===== config.mk =====
export PLATFORM = sky130hd
export DESIGN_NAME = cscsb_ctrl
export DESIGN_NICKNAME = d
export VERILOG_FILES = /design/src/rtl/cscsb_pkg.sv /design/src/rtl/cscsb_ctrl.sv
export SDC_FILE = /design/constraint.sdc
export NUM_CORES = 1
export LEC_CHECK = 0
export ABC_AREA = 1
export BUFFER_PORTS_ARGS = -buffer_cell sky130_fd_sc_hd__buf_2
export CAP_MARGIN = 20
export CORE_AREA = 2 2 39 41
export DETAILED_ROUTE_END_ITERATION = 10
export DIE_AREA = 0 0 41 43
export PLACE_DENSITY = 0.63
export SYNTH_ARGS = -nofsm -noshare
export SYNTH_HDL_FRONTEND = slang
export SYNTH_SLANG_ARGS = --single-unit
export TNS_END_PERCENT = 20

===== constraint.sdc =====
create_clock -name clk -period 1.11 [get_ports clk]
set_input_delay 0.0555 -clock clk [delete_from_list [all_inputs] [get_ports clk]]
set_output_delay 0.0555 -clock clk [all_outputs]
set_load 0.02 [all_outputs]

===== src/rtl/cscsb_pkg.sv =====
// Shared constants and types for the compressed sparse column store.
// No dependencies; used by the controller, datapath, top level and checker.
`default_nettype none

package cscsb_pkg;

  localparam int MAX_ROWS = 256;
  localparam int ROW_W    = 8;
  localparam int CFG_W    = 9;
  localparam int WORD_W   = 32;
  localparam int COUNT_W  = 13;

  // Opcodes carried on s_tuser
  localparam logic [1:0] OP_BEGIN = 2'd0;
  localparam logic [1:0] OP_LOAD  = 2'd1;
  localparam logic [1:0] OP_QUERY = 2'd2;

  // Result status codes carried on m_tuser
  localparam logic [1:0] ST_OK         = 2'd0;
  localparam logic [1:0] ST_FULL       = 2'd1;
  localparam logic [1:0] ST_RANGE      = 2'd2;
  localparam logic [1:0] ST_INCOMPLETE = 2'd3;

  // Controller to datapath
  typedef struct packed {
    logic       begin_op;
    logic       load_op;
    logic       query_start;
    logic       lo_cap;
    logic       hi_cap;
    logic       walk;
    logic       resp_load;
    logic       resp_hit;
    logic [1:0] resp_status;
  } dp_cmd_t;

  // Datapath to controller
  typedef struct packed {
    logic complete;
    logic elem_nonzero;
    logic store_full;
    logic query_in_range;
    logic walk_hit;
    logic walk_end;
  } dp_stat_t;

  // One stored nonzero: row index and value bits
  typedef struct packed {
    logic [ROW_W-1:0]  row;
    logic [WORD_W-1:0] word;
  } entry_t;

endpackage

`default_nettype wire


===== src/rtl/cscsb_ctrl.sv =====
// Controller: stream handshakes, opcode decode and query sequencing.
// Depends on cscsb_pkg; commands cscsb_datapath through dp_cmd_t.
`default_nettype none

module cscsb_ctrl (
  input  wire logic                 clk,
  input  wire logic                 rst,
  input  wire logic                 s_tvalid,
  output logic                      s_tready,
  input  wire logic [1:0]           opcode,
  output logic                      m_tvalid,
  input  wire logic                 m_tready,
  input  wire cscsb_pkg::dp_stat_t  stat,
  output cscsb_pkg::dp_cmd_t        cmd
);

  typedef enum logic [1:0] {
    IDLE,
    Q_LO,
    Q_HI,
    WALK
  } state_t;

  state_t state;
  state_t state_next;
  logic   accept;

  // Take an item only when idle and the result register is free or draining
  assign s_tready = (state == IDLE) && (!m_tvalid || m_tready);
  assign accept   = s_tvalid && s_tready;

  // Decode and sequencing
  always_comb begin
    cmd        = '0;
    state_next = state;
    case (state)
      IDLE: begin
        if (accept) begin
          case (opcode)
            cscsb_pkg::OP_BEGIN: begin
              cmd.begin_op    = 1'b1;
              cmd.resp_load   = 1'b1;
              cmd.resp_status = cscsb_pkg::ST_OK;
            end
            cscsb_pkg::OP_LOAD: begin
              cmd.resp_load = 1'b1;
              if (stat.complete) begin
                cmd.resp_status = cscsb_pkg::ST_RANGE;
              end else begin
                cmd.load_op     = 1'b1;
                cmd.resp_status = (stat.elem_nonzero && stat.store_full) ?
                                  cscsb_pkg::ST_FULL : cscsb_pkg::ST_OK;
              end
            end
            cscsb_pkg::OP_QUERY: begin
              if (!stat.complete) begin
                cmd.resp_load   = 1'b1;
                cmd.resp_status = cscsb_pkg::ST_INCOMPLETE;
              end else if (!stat.query_in_range) begin
                cmd.resp_load   = 1'b1;
                cmd.resp_status = cscsb_pkg::ST_RANGE;
              end else begin
                cmd.query_start = 1'b1;
                state_next      = Q_LO;
              end
            end
            default: begin
              cmd.resp_load   = 1'b1;
              cmd.resp_status = cscsb_pkg::ST_RANGE;
            end
          endcase
        end
      end
      Q_LO: begin
        cmd.lo_cap = 1'b1;
        state_next = Q_HI;
      end
      Q_HI: begin
        cmd.hi_cap = 1'b1;
        state_next = WALK;
      end
      WALK: begin
        cmd.walk = 1'b1;
        if (stat.walk_hit || stat.walk_end) begin
          cmd.resp_load   = 1'b1;
          cmd.resp_hit    = stat.walk_hit;
          cmd.resp_status = cscsb_pkg::ST_OK;
          state_next      = IDLE;
        end
      end
      default: begin
        state_next = IDLE;
      end
    endcase
  end

  // State and output valid
  always_ff @(posedge clk) begin
    if (rst) begin
      state    <= IDLE;
      m_tvalid <= 1'b0;
    end else begin
      state <= state_next;
      if (cmd.resp_load) begin
        m_tvalid <= 1'b1;
      end else if (m_tready) begin
        m_tvalid <= 1'b0;
      end
    end
  end

endmodule

`default_nettype wire


==> impl_metrics.tcl <==
set metrics [dict create \
    initial_core_util_pct 25.32 \
    ff_latch_area_um2 62.56 \
    status "finished, violations left" \
    grt_max_degree 7 \
    avgViaCountPerCell 4.214 \
    insertion_delay_ns 0.23 \
    cts.clk_slew.worst_paths_ns 0.03 \
    cts.sinks 3 \
    synth.distinct_cells 16 \
    avgSynthCellArea_um2 5.938 \
    die_h_um 43 \
    core_area_um2 1384 \
    rsz0062_at_grt "yes" \
    area_delta_synth_final_pct 83.93 \
    post_drt_wl_per_cell_um 8.670 \
    met3_length_um 53 \
    grt_pass1_wl_um 1497 \
    grt.total_usage_pct 12.55 \
    wl_met2_um 530 \
    final_cell_mix "nand2_1, buf_2, buf_4" \
    layout-drive-gt1-share_pct 53.13 \
    nFillCells 157 \
    drt_iter0_markers 5 \
    crit_arrival_ns 1.30 \
    whs_ns 0.009695 \
    worst_slew_pin_slew_ns 0.1938 \
    endpoint_kind "output pin" \
    fmax_mhz 736.7 \
    ys_seq_elements 3 \
    start_kind "flip-flop" \
    clk_path_buf_depth 2 \
    fin_crit_ns 1.357 \
    startpoint "state[0]$_SDFFE_PP0P_" \
    ys.warnings.count 0 \
    yosysSeqAreaShare_pct 17.14 \
    setup_viol 14 \
    place_congestion 0.8110 \
    powerDensity_nw_per_um2 2395 \
    crit_family "flip-flops" \
    die_area_um2 1763 \
    met1Wirelength_um 388 \
    synthesis.instances 59 \
    synth_area_um2 350.3 \
    crit_path_max_fanout 4 \
    cts_tree "yes" \
    hold_start "rst" \
    grt-ovfl-total 0 \
    io_buffers 23 \
    holdCritPathClass "input pin to flip-flop" \
    ioPinCount 24 \
    cts-root-buf "clkbuf_4" \
    fp.dieW_um 41 \
    multi_input_area_um2 279.0 \
    cellLeakagePower_uw 0.0003732 \
    hold_viol 0 \
    first_global_vias 418 \
    drtPass1Iterations 2 \
    num_rows 14 \
    critPathMaxStageDelay_ns 0.32 \
    antenna_found_initial 0 \
    reg2reg_depth 8 \
    drv_cap 0 \
    vias 472 \
    worstSetupPathType "flip-flop to output pin" \
    required_ns 1.05 \
    worst-path-buf-inv 2 \
    cp.depth 5 \
    wirelength_um 971 \
    drc 0 \
    final_cell_area_um2 644.4 \
    peakVddDrop_uv 1063 \
    setup_ws_ns -0.2474 \
    crit_chain "ha_1 > o21a_1 > o21bai_1 > inv_1 > buf_6" \
    syn-num-nets 75 \
    slowest_stage "dfxtp_2" \
    post-route-period-util_pct 122.3 \
    final_nets 113 \
    n_antenna_cell 0 \
    slew_headroom_pct 86.97 \
    skew_ns 0.0001592 \
    min_path_cells 2 \
    violations "setup timing" \
    fin_util_pct 46.56 \
    timing.rr.start "state[1]$_SDFFE_PP0P_" \
    dp_hpwl_um 800.8 \
    h-tree-depth 1 \
    placed_area_um2 549.3 \
    cts_buffers 3 \
    top_layer_used "met3" \
    ant_nets 0 \
    slew_viol_final 0 \
    preCtsSetupSlack_ns -0.1529 \
]
-- sequential cells by signal, indices dropped and copies added, names as in the netlist --
| register | flops |
|---|---|
| state | 2 |
| m_tvalid | 1 |
-- logic make-up after synthesis --
family | Yosys count | synth area share, %
AND/OR/NAND/NOR | 31 | 41.43
buffers and inverters | 12 | 12.86
AO/OA/AOI/OAI | 9 | 14.29
adder cells (fa/ha/maj) | 4 | 14.29
flip-flops | 3 | 17.14
-- per-layer routing --
metal  GRT usage (%)  vias to the layer above
met5               0                        -
met4           10.00                        0
met3           3.141                        0
met2           19.69                       13
met1           13.18                      203
li1                -                      256
-- per-stage QoR --
stage / setup TNS (ns) / cells / total power (uW)
floorplan: -0.3914 / 59 / 766.2
detailed placement: -0.6295 / 105 / 1137
global placement: -0.3159 / 105 / 1118
CTS: -1.986 / 112 / 1545
global route: -2.613 / 112 / 1680
finish: -1.750 / 112 / 1543
-- synthesized netlist by cell type --
cell / number / share of area, %
nand2_1: 16 / 17
inv_1: 9 / 9.6
nor2_1: 9 / 9.6
a21oi_1: 6 / 8.6
ha_1: 4 / 14
dfxtp_1: 3 / 17
inv_2: 3 / 3.2
nand3_1: 1 / 1.4
nand3_4: 1 / 5.0
nand4_1: 1 / 1.8
nor2_4: 1 / 3.2
nor3_1: 1 / 1.4
nor4_1: 1 / 1.8
o21a_1: 1 / 2.1
o21ai_1: 1 / 1.4
o21bai_1: 1 / 2.1
-- path summary, 6_finish.rpt --
path / endpoint / slack [ns]
setup / recovery: cmd[3] / -0.25
hold / removal: m_tvalid$_SDFFE_PP0P_ / 0.01
setup reg to reg: state[1]$_SDFFE_PP0P_ / -0.13
hold reg to reg: m_tvalid$_SDFFE_PP0P_ / 0.58
-- where the power goes --
| part | internal (uW) | switching [uW] |
|---|---|---|
| Combinational | 573 | 581 |
| Sequential | 162 | 39.9 |
| Clock | 134 | 52.7 |
-- area by class of cell --
class | count | area share (%)
Multi-Input combinational cell | 44 | 43.30
Timing Repair Buffer | 33 | 32.82
Sequential cell | 3 | 9.709
Inverter | 12 | 6.990
Clock buffer | 4 | 4.078
Tap cell | 16 | 3.107
-- repair_timing --
item	CTS	global route
pin swaps	2	3
hold buffers	0	0
setup buffers	3	0
gates resized for setup	13	4
setup endpoints to repair	14	14
(Power assumes the default switching activity.)
